File: src/design/mbe_pkg.sv
// ----------------------------------------------------------------------------
// mbe_pkg: shared types and constants for the escape-time block
// fixed-point formats, configuration indexes, coordinate and view records
// ----------------------------------------------------------------------------
package mbe_pkg;

    localparam int FRAC_BITS = 28;
    localparam int OFFSET_W  = 32;
    localparam int ZOOM_W    = 31;
    localparam int DIM_W     = 13;
    localparam int IDX_W     = 12;
    localparam int COUNT_W   = 16;
    localparam int CFG_IDX_W = 3;
    localparam int CFG_DATA_W = 32;

    localparam int SPAN_W = DIM_W + ZOOM_W;
    localparam int POS_W  = IDX_W + ZOOM_W;
    localparam int C_W    = SPAN_W + 2;
    localparam int Z_W    = C_W + 1;
    localparam int SQ_W   = FRAC_BITS + 2;
    localparam int PROD_W = 2 * SQ_W;
    localparam int MAG_W  = PROD_W - FRAC_BITS;

    localparam int FIFO_DEPTH = 2;
    localparam int FIFO_AW    = $clog2(FIFO_DEPTH);
    localparam int FIFO_CNT_W = $clog2(FIFO_DEPTH + 1);

    // items held at most: mapper stage, queue, iteration engine
    localparam int MAX_IN_FLIGHT = FIFO_DEPTH + 2;

    localparam logic signed [Z_W-1:0] Z_TWO     = Z_W'(2) << FRAC_BITS;
    localparam logic signed [Z_W-1:0] Z_NEG_TWO = -Z_TWO;
    localparam logic [MAG_W:0]        MAG_FOUR  = (MAG_W + 1)'(4) << FRAC_BITS;
    localparam logic signed [PROD_W-1:0] CROSS_BIAS =
        (PROD_W'(1) << (FRAC_BITS - 1)) - PROD_W'(1);

    localparam logic [OFFSET_W-1:0] RST_OFFSET_X     = 32'd0;
    localparam logic [OFFSET_W-1:0] RST_OFFSET_Y     = 32'd0;
    localparam logic [ZOOM_W-1:0]   RST_ZOOM         = 31'd1048576;
    localparam logic [DIM_W-1:0]    RST_FRAME_WIDTH  = 13'd1024;
    localparam logic [DIM_W-1:0]    RST_FRAME_HEIGHT = 13'd1024;
    localparam logic [COUNT_W-1:0]  RST_ITER_CAP     = 16'd256;

    typedef enum logic [CFG_IDX_W-1:0] {
        CFG_OFFSET_X     = 3'd0,
        CFG_OFFSET_Y     = 3'd1,
        CFG_ZOOM         = 3'd2,
        CFG_FRAME_WIDTH  = 3'd3,
        CFG_FRAME_HEIGHT = 3'd4,
        CFG_ITER_CAP     = 3'd5
    } cfg_index_t;

    typedef enum logic [1:0] {
        IT_IDLE,
        IT_MUL,
        IT_UPD,
        IT_OUT
    } iter_state_t;

    typedef struct packed {
        logic signed [OFFSET_W-1:0] offset_x;
        logic signed [OFFSET_W-1:0] offset_y;
        logic [ZOOM_W-1:0]          zoom;
        logic [DIM_W-1:0]           frame_width;
        logic [DIM_W-1:0]           frame_height;
    } view_t;

    typedef struct packed {
        logic signed [C_W-1:0] cr;
        logic signed [C_W-1:0] ci;
    } point_t;

endpackage

File: src/design/mbe_fifo.sv
// ----------------------------------------------------------------------------
// mbe_fifo: short point queue between mapper and iteration engine
// show-ahead register queue, lets either side stall on its own
// ----------------------------------------------------------------------------
module mbe_fifo (
    input  logic            clk,
    input  logic            rst_n,
    input  logic            push_valid,
    output logic            push_ready,
    input  mbe_pkg::point_t push_data,
    output logic            pop_valid,
    input  logic            pop_ready,
    output mbe_pkg::point_t pop_data
);

    mbe_pkg::point_t                 mem [mbe_pkg::FIFO_DEPTH];
    logic [mbe_pkg::FIFO_AW-1:0]     wr_ptr_reg;
    logic [mbe_pkg::FIFO_AW-1:0]     rd_ptr_reg;
    logic [mbe_pkg::FIFO_CNT_W-1:0]  fill_reg;
    logic                            push;
    logic                            pop;

    assign push_ready = fill_reg != mbe_pkg::FIFO_CNT_W'(mbe_pkg::FIFO_DEPTH);
    assign pop_valid  = fill_reg != '0;
    assign push       = push_valid && push_ready;
    assign pop        = pop_valid && pop_ready;
    assign pop_data   = mem[rd_ptr_reg];

    always_ff @(posedge clk)
    begin
        if (push)
        begin
            mem[wr_ptr_reg] <= push_data;
        end
    end

    always_ff @(posedge clk or negedge rst_n)
    begin
        if (!rst_n)
        begin
            wr_ptr_reg <= '0;
            rd_ptr_reg <= '0;
            fill_reg   <= '0;
        end
        else
        begin
            if (push)
            begin
                wr_ptr_reg <= (wr_ptr_reg == mbe_pkg::FIFO_AW'(mbe_pkg::FIFO_DEPTH - 1)) ?
                              '0 : wr_ptr_reg + 1'b1;
            end
            if (pop)
            begin
                rd_ptr_reg <= (rd_ptr_reg == mbe_pkg::FIFO_AW'(mbe_pkg::FIFO_DEPTH - 1)) ?
                              '0 : rd_ptr_reg + 1'b1;
            end
            if (push && !pop)
            begin
                fill_reg <= fill_reg + 1'b1;
            end
            else if (pop && !push)
            begin
                fill_reg <= fill_reg - 1'b1;
            end
        end
    end

endmodule

File: config.mk
export PLATFORM = sky130hd
export DESIGN_NAME = mbe_fifo
export DESIGN_NICKNAME = d
export VERILOG_FILES = /design/src/design/mbe_pkg.sv /design/src/design/mbe_fifo.sv
export SDC_FILE = /design/constraint.sdc
export NUM_CORES = 1
export LEC_CHECK = 0
export BUFFER_PORTS_ARGS = -buffer_cell sky130_fd_sc_hd__buf_2
export CAP_MARGIN = 20
export CORE_MARGIN = 2
export CORE_UTILIZATION = 35
export DETAILED_ROUTE_END_ITERATION = 12
export PLACE_DENSITY = 0.62
export SYNTH_ARGS = -nofsm -noshare
export SYNTH_HDL_FRONTEND = slang
export SYNTH_SLANG_ARGS = --single-unit
File: constraint.sdc
create_clock -name clk -period 5.33 [get_ports clk]
set_input_delay 0.2665 -clock clk [delete_from_list [all_inputs] [get_ports clk]]
set_output_delay 0.2665 -clock clk [all_outputs]
set_load 0.005 [all_outputs]
# Word-level counts from Yosys, hierarchy flattened
# Memories as Yosys holds them, arrays and structs flattened.
# Index checks and enable logic that the tools add are counted.
# word_totals
mem_bits_rw,184
ff_bits,4
out_inout_bits,94
inputBits,96
wordCells,23
n_memories,1
# memory_table
name,words,word_bits,read_ports,rd_clocked_by_memory_dff,write_ports,line,text
mem,2,92,1,0,1,mbe_fifo.sv:16,mbe_pkg::point_t mem [mbe_pkg::FIFO_DEPTH];
# op_classes
n_addsub,4
muxes,6
reduce_logical,8
eq_ne,1
# ops
op,count
$logic_and A1 B1 Y1,4
$mux W1,4
$mux W2,2
$reduce_bool A2 Y1,2
$add A1 B1 Y1 const B,2
$add A2 B1 Y2 const B,1
$logic_not A1 Y1,2
$ne A2 B2 Y1 const B,1
$sub A2 B1 Y2 const B,1

# Depth between registers and ports, before layout
# Gate-level depths: netlist of the first run.
# logic_depth
depth_word,6
ltp_mapped,7
depth_no_buf,7

# Worst setup path before layout of the first run
# Ideal clock, no wire load.
# synth_path
path_kind,register to register
start,reg fill_reg[0] (netlist bit)
end,mem mem[0][0] (netlist bit) (enable)
setup_time_ps,543
arrival_time_ps,4482
period_less_slack_ps,5025
slack_ps,305
path_stages_with_launch,4
t_required_ps,4787
path_buffers,0
cell_sequence,dfrtp_1 nand2b_1 nand2_1 nor2_1
# synth_via
elab_chain_cells,4
# synth_rtl
element,line,text
from (decl),mbe_fifo.sv:19,logic [mbe_pkg::FIFO_CNT_W-1:0] fill_reg;
from (signal assigned),mbe_fifo.sv:59,fill_reg <= fill_reg + 1'b1;
from (signal assigned),mbe_fifo.sv:63,fill_reg <= fill_reg - 1'b1;
$ne A2 B2 Y1,mbe_fifo.sv:23,assign push_ready = fill_reg != mbe_pkg::FIFO_CNT_W'(mbe_pkg::FIFO_DEPTH);
named net push_ready,mbe_fifo.sv:9,"output logic push_ready,"
$logic_and A1 B1 Y1,mbe_fifo.sv:25,assign push = push_valid && push_ready;
$mux W1,mbe_fifo.sv:31,if (push)
$mux W1 (not written as such),mbe_fifo.sv:33,mem[wr_ptr_reg] <= push_data;
to (decl),mbe_fifo.sv:16,
# The timed path passes the listed nets, and every way through them passes these cells.

==> reports/qor.txt, run 1 <==
Status -> completed
Max incr delay on CP -> 1130 ps
Via-per-instance ratio -> 4.370
Dominant cell type by area after synthesis -> edfxtp_1
CTS Root Cell -> clkbuf_16
GRT Total Usage -> 0.1207
CP Buf/Inv Count -> 2
Crit-path cells -> buf_4, mux2_4, buf_2
Slowest cell on the critical path -> dfrtp_4
Final hold vios -> 0
Mapped Nets -> 401
Initial antenna violation count -> 0
Initial DRC Count -> 98
Clk sinks -> 188
PD cells -> 525.9 mW/mm2
Final max-slew violation count -> 0
CTS tree -> yes
Critical Path AT -> 2710 ps
Layout net count -> 604
Min-delay src -> push_data[72]
Clk_lat worst skew -> 430 ps
Synthesis-to-finish area growth -> 24.97%
Vias in the first global route -> 3726
Post-CTS setup buffers -> 0
Worst Setup SP -> rd_ptr_reg
DIE WIDTH -> 146.6 um
Async SR Flop Fraction -> 0.02128
Clk slew on worst S/H paths -> 70 ps
Top cell types by occurrence after synthesis -> 184 x edfxtp_1, 70 x mux2_4, 22 x mux2_2, 7 x buf_6, 4 x dfrtp_1
CP Class -> reg -> out
Max-Cap Viols -> 0
R2R Setup Slk -> 2920 ps
Routability cong. -> 0.6884
Hold slack -> 24.07 ps
Worst VDD drop -> 0.4501 mV
CP delay by family, top -> flip-flops
TritonCTS Buffers -> 17
IO Count -> 190
Die H -> 146.6 um
# port buffers -> 189
Final Setup Violations -> 0
H-tree depth -> 4
Share of the synthesized area in the top cell type -> 0.7766
Hold Crit Class -> in -> reg
Worst Skew -> 15.23 ps
EDFF count, synth -> 184
Post-route ant nets -> 0
Non-Filler Instances -> 789
Inserted Diodes -> 0
Clock tree buffer depth -> 2
Rel. slew slack -> 0.2853
GRT Residual Overflow -> 0
Synth warn -> 0
Min Tclk post-route -> 2978 ps
Top FF cell, synth -> edfxtp_1
Placed Cells -> 757
Endpoint class of the critical path -> primary output
Final cycle utilization of the critical path -> 0.5587
Wire length per cell -> 16.06 um
R2r startpoint -> fill_reg[0]
Drt total wl -> 12670 um
TritonRoute pass-1 iters -> 4
Final HPWL DP -> 8418 um
Share of cells above drive strength 1 -> 0.6089
Seq/Total Area, Yosys -> 0.7907
DR DRC count -> 0
Largest net degree at the start of global routing -> 63
Unrepaired setup endpoints after global routing -> no
Most common cell in the netlist -> edfxtp_1
Startpoint Class -> flop
LEAKAGE -> 3.494 nW
Max reg flops -> 184
Synth Area per Inst -> 23.40 um2
Setup TNS -> 0 ps
Syn Inst Count -> 304
Synthesized area -> 0.007114 mm2
First-pass GRT wire length -> 19780 um
Netlist cell types -> 16
Cell Rows -> 52
DR vias -> 3448
Synth Register Bits -> 188
CP Max Fanout -> 62
Worst-margin pin slew -> 1072 ps
Initial Utilization -> 0.3539
Die area -> 0.02148 mm2
Core area -> 0.02010 mm2
CP Data Required Time -> 5060 ps
Max Freq -> 335.8 MHz
Synth area leaders -> edfxtp_1 78%, mux2_4 15%, mux2_2 3.5%
Fill count -> 1779
routing by layer:
layer | track usage | vias up | routed length [um]
met5 | 0 | - | 0
met4 | 0.04078 | 0 | 137
met3 | 0.04063 | 9 | 722
met2 | 0.2083 | 113 | 6493
met1 | 0.1417 | 1719 | 5320
li1 | - | 1607 | -
metrics by stage:
step	cell area (um2)	worst slack, ps	utilization	total power [mW]
after floorplan	7114	304.9	-	3.123
after global routing	8891	2176	0.4422	4.925
after detailed placement	8348	2741	0.4152	3.601
after global placement	8348	2791	0.4152	3.559
after CTS	8891	2268	0.4422	4.767
final	8891	2352	0.4422	4.675
worst reg2reg max path: stages, from the launching register on:
cell and delay [ps]:
dfrtp_1 400, nand2b_1 170, nand2_1 140, nor2_4 90
buf_4 490, buf_4 730
cell families (layout without fill, tap and decap cells):
kind of cell | count (synthesis) | in the layout | synth area share
DFF | 188 | 188 | 0.7907
muxes | 92 | 92 | 0.1826
buffers and inverters | 11 | 226 | 0.01407
and+or+nand+nor | 7 | 7 | 0.004751
xor gates and xnor gates | 5 | 5 | 0.006157
adders and majority gates | 1 | 1 | 0.001758
worst paths after layout:
path | cells past startpoint | endpoint
worst max-delay path | 3 | pop_data[80]
worst min-delay path | 1 | mem[0][72]
worst max register to register | 5 | mem[0][10]
worst min register to register | 1 | fill_reg[1]
max in group asynchronous | 2 | rd_ptr_reg
min in group asynchronous | 2 | fill_reg[0]
final cells by class:
type / instances / area [um2] / share of cell area
Sequential cell: 188 / 5629 / 0.6331
Multi-Input combinational cell: 105 / 1401 / 0.1576
Timing Repair Buffer: 194 / 985.9 / 0.1109
Clock buffer: 19 / 432.9 / 0.04869
Tap cell: 270 / 337.8 / 0.03800
Clock inverter: 12 / 100.1 / 0.01126
Inverter: 1 / 3.754 / 0.0004222
report_power, final:
group,internal [mW],switching [mW]
clock,0.637,0.513
sequential,2.02,0.200
combinational,0.758,0.543
placed cells by master, fill, tap and decap left out, drive strengths merged:
cell	n
and3	1
buf	193
bufinv	1
clkbuf	19
clkinv	9
clkinvlp	1
dfrtp	4
dlygate4sd3	1
edfxtp	184
ha	1
inv	2
mux2	92
nand2	2
nand2b	1
nor2	2
or2	1
xnor2	3
xor2	2
repair_timing:
item,CTS,global route
gates resized for setup,0,0
endpoints found under the hold margin,4,0
hold buffers,1,0
(Power assumes the default switching activity.)
==> inputs of run 2 (changes only) <==
clock period = 2.6 ns   (was 5.33 ns; I/O delays follow)
==> reports/qor.txt, run 2 (synthesis results as in run 1) <==
Status -> completed
Vias in the first global route -> 4327 (+16%)
DR vias -> 3863 (+12%)
Clk_lat worst skew -> 410 ps (-20 ps)
Die H -> 146.6 um (unchanged)
Post-route ant nets -> 0 (unchanged)
CTS Root Cell -> clkbuf_16
Share of cells above drive strength 1 -> 0.5194 (-0.08945)
CP delay by family, top -> flip-flops
Unrepaired setup endpoints after global routing -> no
CP Buf/Inv Count -> 2 (unchanged)
Commonest non-fill, non-tap cells in the layout -> 189 x buf_2, 184 x edfxtp_1, 94 x dlygate4sd3_1
GRT Residual Overflow -> 0 (unchanged)
Internal power -> 7.457 mW (+120%)
Routability cong. -> 0.7011 (+1.8%)
Post-CTS setup buffers -> 0 (unchanged)
Max Freq -> 455.1 MHz
H-tree depth -> 4 (unchanged)
CP Max Fanout -> 27 (-56%)
Endpoint class of the critical path -> primary output
NetSw -> 2.665 mW (+110%)
Initial Utilization -> 0.3539 (unchanged)
Commonest non-fill, non-tap cell in the layout -> buf_2
Drt total wl -> 14090 um (+11%)
Largest net degree at the start of global routing -> 68 (+7.9%)
Final Setup Violations -> 0 (unchanged)
First-pass GRT wire length -> 21710 um (+9.8%)
Clock tree buffer depth -> 2 (unchanged)
Clock power frac -> 0.262 (+0.016)
PD cells -> 1015 mW/mm2 (+93%)
Final HPWL DP -> 8991 um (+6.8%)
Final cycle utilization of the critical path -> 0.8451
Max reg flops -> 184 (unchanged)
TritonCTS Buffers -> 17 (unchanged)
CP Class -> reg -> out
Final hold vios -> 0 (unchanged)
Min Tclk post-route -> 2197 ps
CP Data Required Time -> 2470 ps (-2590 ps)
GRT Total Usage -> 0.1326 (+0.01190)
LEAKAGE -> 3.948 nW (+13%)
Rel. slew slack -> 0.6737 (+0.3884)
Wire length per cell -> 15.87 um (-1.2%)
Critical Path AT -> 2070 ps (-640 ps)
Worst VDD drop -> 0.4578 mV (+1.7%)
Worst-margin pin slew -> 489.5 ps (-582.6 ps)
Logic pwr share -> 0.301 (+0.023)
# resized after CTS -> 0 (unchanged)
Inserted Diodes -> 0 (unchanged)
DR DRC count -> 0 (unchanged)
Setup TNS -> 0 ps (unchanged)
IO Count -> 190 (unchanged)
Sequential power share -> 0.437 (-0.039)
Slowest cell on the critical path -> dfrtp_4
Tot Pwr -> 10.12 mW (+120%)
CTS tree -> yes
TritonRoute pass-1 iters -> 4 (unchanged)
Cell Rows -> 52 (unchanged)
Startpoint Class -> flop
DIE WIDTH -> 146.6 um (unchanged)
Initial antenna violation count -> 0 (unchanged)
Die area -> 0.02148 mm2 (unchanged)
# port buffers -> 189 (unchanged)
Net Sw Frac -> 0.2633 (-0.005477)
Synthesis-to-finish area growth -> 40.19%
Post-cts hold buffer count -> 94 (+93)
Hold Crit Class -> in -> async
Clk slew on worst S/H paths -> 60 ps (about the same)
Max incr delay on CP -> 740 ps (-390 ps)
Core area -> 0.02010 mm2 (unchanged)
Via-per-instance ratio -> 4.350 (-0.45%)
Layout net count -> 703 (+16%)
Worst Skew -> 7.690 ps (-7.545 ps)
Crit-path cells -> buf_4, mux2_2, buf_2
Max-Cap Viols -> 0 (unchanged)
Final max-slew violation count -> 0 (unchanged)
Initial DRC Count -> 140 (+43%)
Clk sinks -> 188 (unchanged)
## run 2: worst reg2reg max path, stage by stage (launching register included)
cell	delay, ps
dfrtp_1	410
nand2b_1	170
and3_4	500
buf_4	370
## run 2: worst paths after layout
path / slack, ps / cells after the start / from / endpoint
max: 400 / 3 / rd_ptr_reg / pop_data[88]
min: 70 / 2 / rst_n / wr_ptr_reg
max reg2reg: 830 / 3 / fill_reg[0] / mem[1][86]
min reg2reg: 520 / 1 / fill_reg[1] / fill_reg[1]
max in group asynchronous: 2390 / 2 / rst_n / rd_ptr_reg
min in group clk: 100 / 3 / push_valid / wr_ptr_reg
## run 2: metrics by stage
stage	instances	worst slack [ps]	hold slack (ps)	utilization	cell area (um2)
3_5_place_dp	763	808.6	-59.06	0.4193	8431
6_report	888	402.7	73.05	0.4961	9973
2_1_floorplan	304	139.7	-165.6	-	7123
3_3_place_gp	763	839.3	-60.70	0.4193	8431
5_1_grt	888	266.8	45.97	0.4961	9973
4_1_cts	888	352.6	29.05	0.4961	9973
## run 2: layer usage
layer,vias to the layer above,share of wire,global-route usage,wire [um]
met4,0,0.015,0.05583,206
met1,1922,0.40,0.1440,5650
met3,14,0.049,0.03750,685
met5,-,0,0,0
met2,122,0.54,0.2422,7552
li1,1805,-,-,-
## run 2: layout make-up
| type | instances | area (um2) |
|---|---|---|
| fill | 1681 | 10130 |
| sequential | 188 | 5629 |
| timing repair buffer | 293 | 1999 |
| multi-input combinational | 105 | 1401 |
| clock buffer | 18 | 429.2 |
| tap | 270 | 337.8 |
| clock inverter | 13 | 172.7 |
| inverter | 1 | 3.754 |
## run 2: power groups by stage
stage | Sequential (mW) | Combinational, mW | Clock, mW
3_5_place_dp | 4.50 | 3.01 | 0
5_1_grt | 4.50 | 3.29 | 2.84
6_report | 4.42 | 3.05 | 2.65
2_1_floorplan | 4.35 | 2.00 | 0
4_1_cts | 4.43 | 3.13 | 2.74
3_3_place_gp | 4.46 | 2.95 | 0
==> inputs of run 3 (changes only) <==
clock period = 1.9 ns   (was 2.6 ns; I/O delays follow)
==> reports/qor.txt, run 3 (synthesis results as in run 1) <==
PD cells -> 1380 mW/mm2 (+36%)
Clk_lat worst skew -> 430 ps (+20 ps)
TritonCTS Buffers -> 17 (unchanged)
Max Freq -> 547.5 MHz
Rel. slew slack -> 0.7352 (+0.06153)
Post-CTS setup buffers -> 0 (unchanged)
First-pass GRT wire length -> 20840 um (-4.0%)
Layout net count -> 703 (unchanged)
IO Count -> 190 (unchanged)
Slowest cell on the critical path -> dfrtp_4
Status -> completed
Commonest non-fill, non-tap cell in the layout -> buf_2
GRT Residual Overflow -> 0 (unchanged)
Inserted Diodes -> 0 (unchanged)
Worst-margin pin slew -> 397.2 ps (-92.30 ps)
Tot Pwr -> 13.81 mW (+36%)
Critical Path AT -> 1730 ps (-340 ps)
GRT Total Usage -> 0.1257 (-0.006818)
Clk slew on worst S/H paths -> 70 ps (about the same)
Max incr delay on CP -> 460 ps (-280 ps)
Largest net degree at the start of global routing -> 66 (-2.9%)
Post-route ant nets -> 0 (unchanged)
DR vias -> 3828 (-0.91%)
Clock tree buffer depth -> 2 (unchanged)
Final cycle utilization of the critical path -> 0.9613
Initial DRC Count -> 150 (+7.1%)
Endpoint class of the critical path -> primary output
Initial Utilization -> 0.3539 (unchanged)
CP Data Required Time -> 1800 ps (-670 ps)
Initial antenna violation count -> 0 (unchanged)
Hold Crit Class -> in -> reg
Final HPWL DP -> 8634 um (-4.0%)
LEAKAGE -> 3.961 nW (+0.33%)
Final max-slew violation count -> 0 (unchanged)
CTS tree -> yes
Fill count -> 1670 (-0.65%)
Hold slack -> 387.6 ps (+314.5 ps)
Wire length per cell -> 15.21 um (-4.2%)
Placed cell areas -> 0.008436 mm2 (about the same)
Synthesis-to-finish area growth -> 40.68%
Routability cong. -> 0.6838 (-2.5%)
Crit-path cells -> buf_12, mux2_2, buf_2
CP Class -> reg -> out
CP Max Fanout -> 41 (+52%)
Unrepaired setup endpoints after global routing -> no
Drt total wl -> 13520 um (-4.0%)
Vias in the first global route -> 4161 (-3.8%)
H-tree depth -> 4 (unchanged)
Max-Cap Viols -> 0 (unchanged)
DR DRC count -> 0 (unchanged)
Max reg flops -> 184 (unchanged)
Startpoint Class -> flop
Worst Skew -> 16.55 ps (+8.861 ps)
Worst VDD drop -> 0.8662 mV (+89%)
Core area -> 0.02010 mm2 (unchanged)
Final hold vios -> 0 (unchanged)
Share of cells above drive strength 1 -> 0.5218 (+0.002392)
# port buffers -> 189 (unchanged)
Die area -> 0.02148 mm2 (unchanged)
Min Tclk post-route -> 1826 ps
Commonest non-fill, non-tap cells in the layout -> 189 x buf_2, 184 x edfxtp_1, 97 x dlygate4sd3_1
Clk sinks -> 188 (unchanged)
Die H -> 146.6 um (unchanged)
Final Setup Violations -> 0 (unchanged)
CTS Root Cell -> clkbuf_16
TritonRoute pass-1 iters -> 4 (unchanged)
Via-per-instance ratio -> 4.306 (-1.0%)
Cell Rows -> 52 (unchanged)
Post-route cell area -> 0.01001 mm2 (+0.35%)
DIE WIDTH -> 146.6 um (unchanged)
==> run 3: where the power goes <==
group	total [mW]	switching [mW]	internal [mW]
sequential	5.93	0.256	5.67
clock	3.57	1.49	2.08
combinational	4.31	1.94	2.37
total	13.8	3.69	10.1
==> run 3: through the flow <==
| stage | utilization | TNS, ps | instances | setup WS [ps] |
|---|---|---|---|---|
| floorplan | - | -69840 | 304 | -489.3 |
| global placement | 0.4196 | 0 | 760 | 440.1 |
| detailed placement | 0.4196 | 0 | 760 | 380.3 |
| CTS | 0.4978 | 0 | 889 | 46.55 |
| global route | 0.4978 | 0 | 889 | 13.86 |
| finish | 0.4978 | 0 | 889 | 73.52 |
==> run 3: final cells by class <==
cell class	count	area (um2)	share of cell area
sequential	188	5629	0.5624
inverter	1	3.754	0.0003750
timing repair buffer	293	2023	0.2022
clock buffer	18	429.2	0.04288
tap	270	337.8	0.03375
multi-input combinational	105	1416	0.1415
clock inverter	14	168.9	0.01688
==> run 3: layer usage <==
metal	part of all wire	vias to the layer above	track usage
li1	-	1806	-
met1	0.41	1895	0.1366
met2	0.53	118	0.2335
met3	0.046	9	0.03625
met4	0.013	0	0.04417
met5	0	-	0
==> run 3: final timing paths <==
kind | from | end | slack (ps) | depth (start not counted)
setup / recovery | rd_ptr_reg | pop_data[71] | 70 | 3
hold / removal | push_data[31] | mem[0][31] | 390 | 2
setup reg to reg | fill_reg[0] | mem[1][10] | 370 | 3
hold reg to reg | fill_reg[0] | fill_reg[0] | 540 | 1
max in group asynchronous | rst_n | rd_ptr_reg | 620 | 4
min in group asynchronous | rst_n | wr_ptr_reg | 520 | 3
==> run 3: what timing repair did <==
action                                 CTS  global route
endpoints found under the hold margin  190             0
hold buffers                            97             0
gates resized for setup                  1             0
setup endpoints to repair                2             0
==> run 3: worst max-delay path, delay by kind of cell (launching register included) <==
family / cells / cell delay (ps)
flip-flops: 1 / 460
buffers and inverters: 2 / 420
multiplexers: 1 / 390
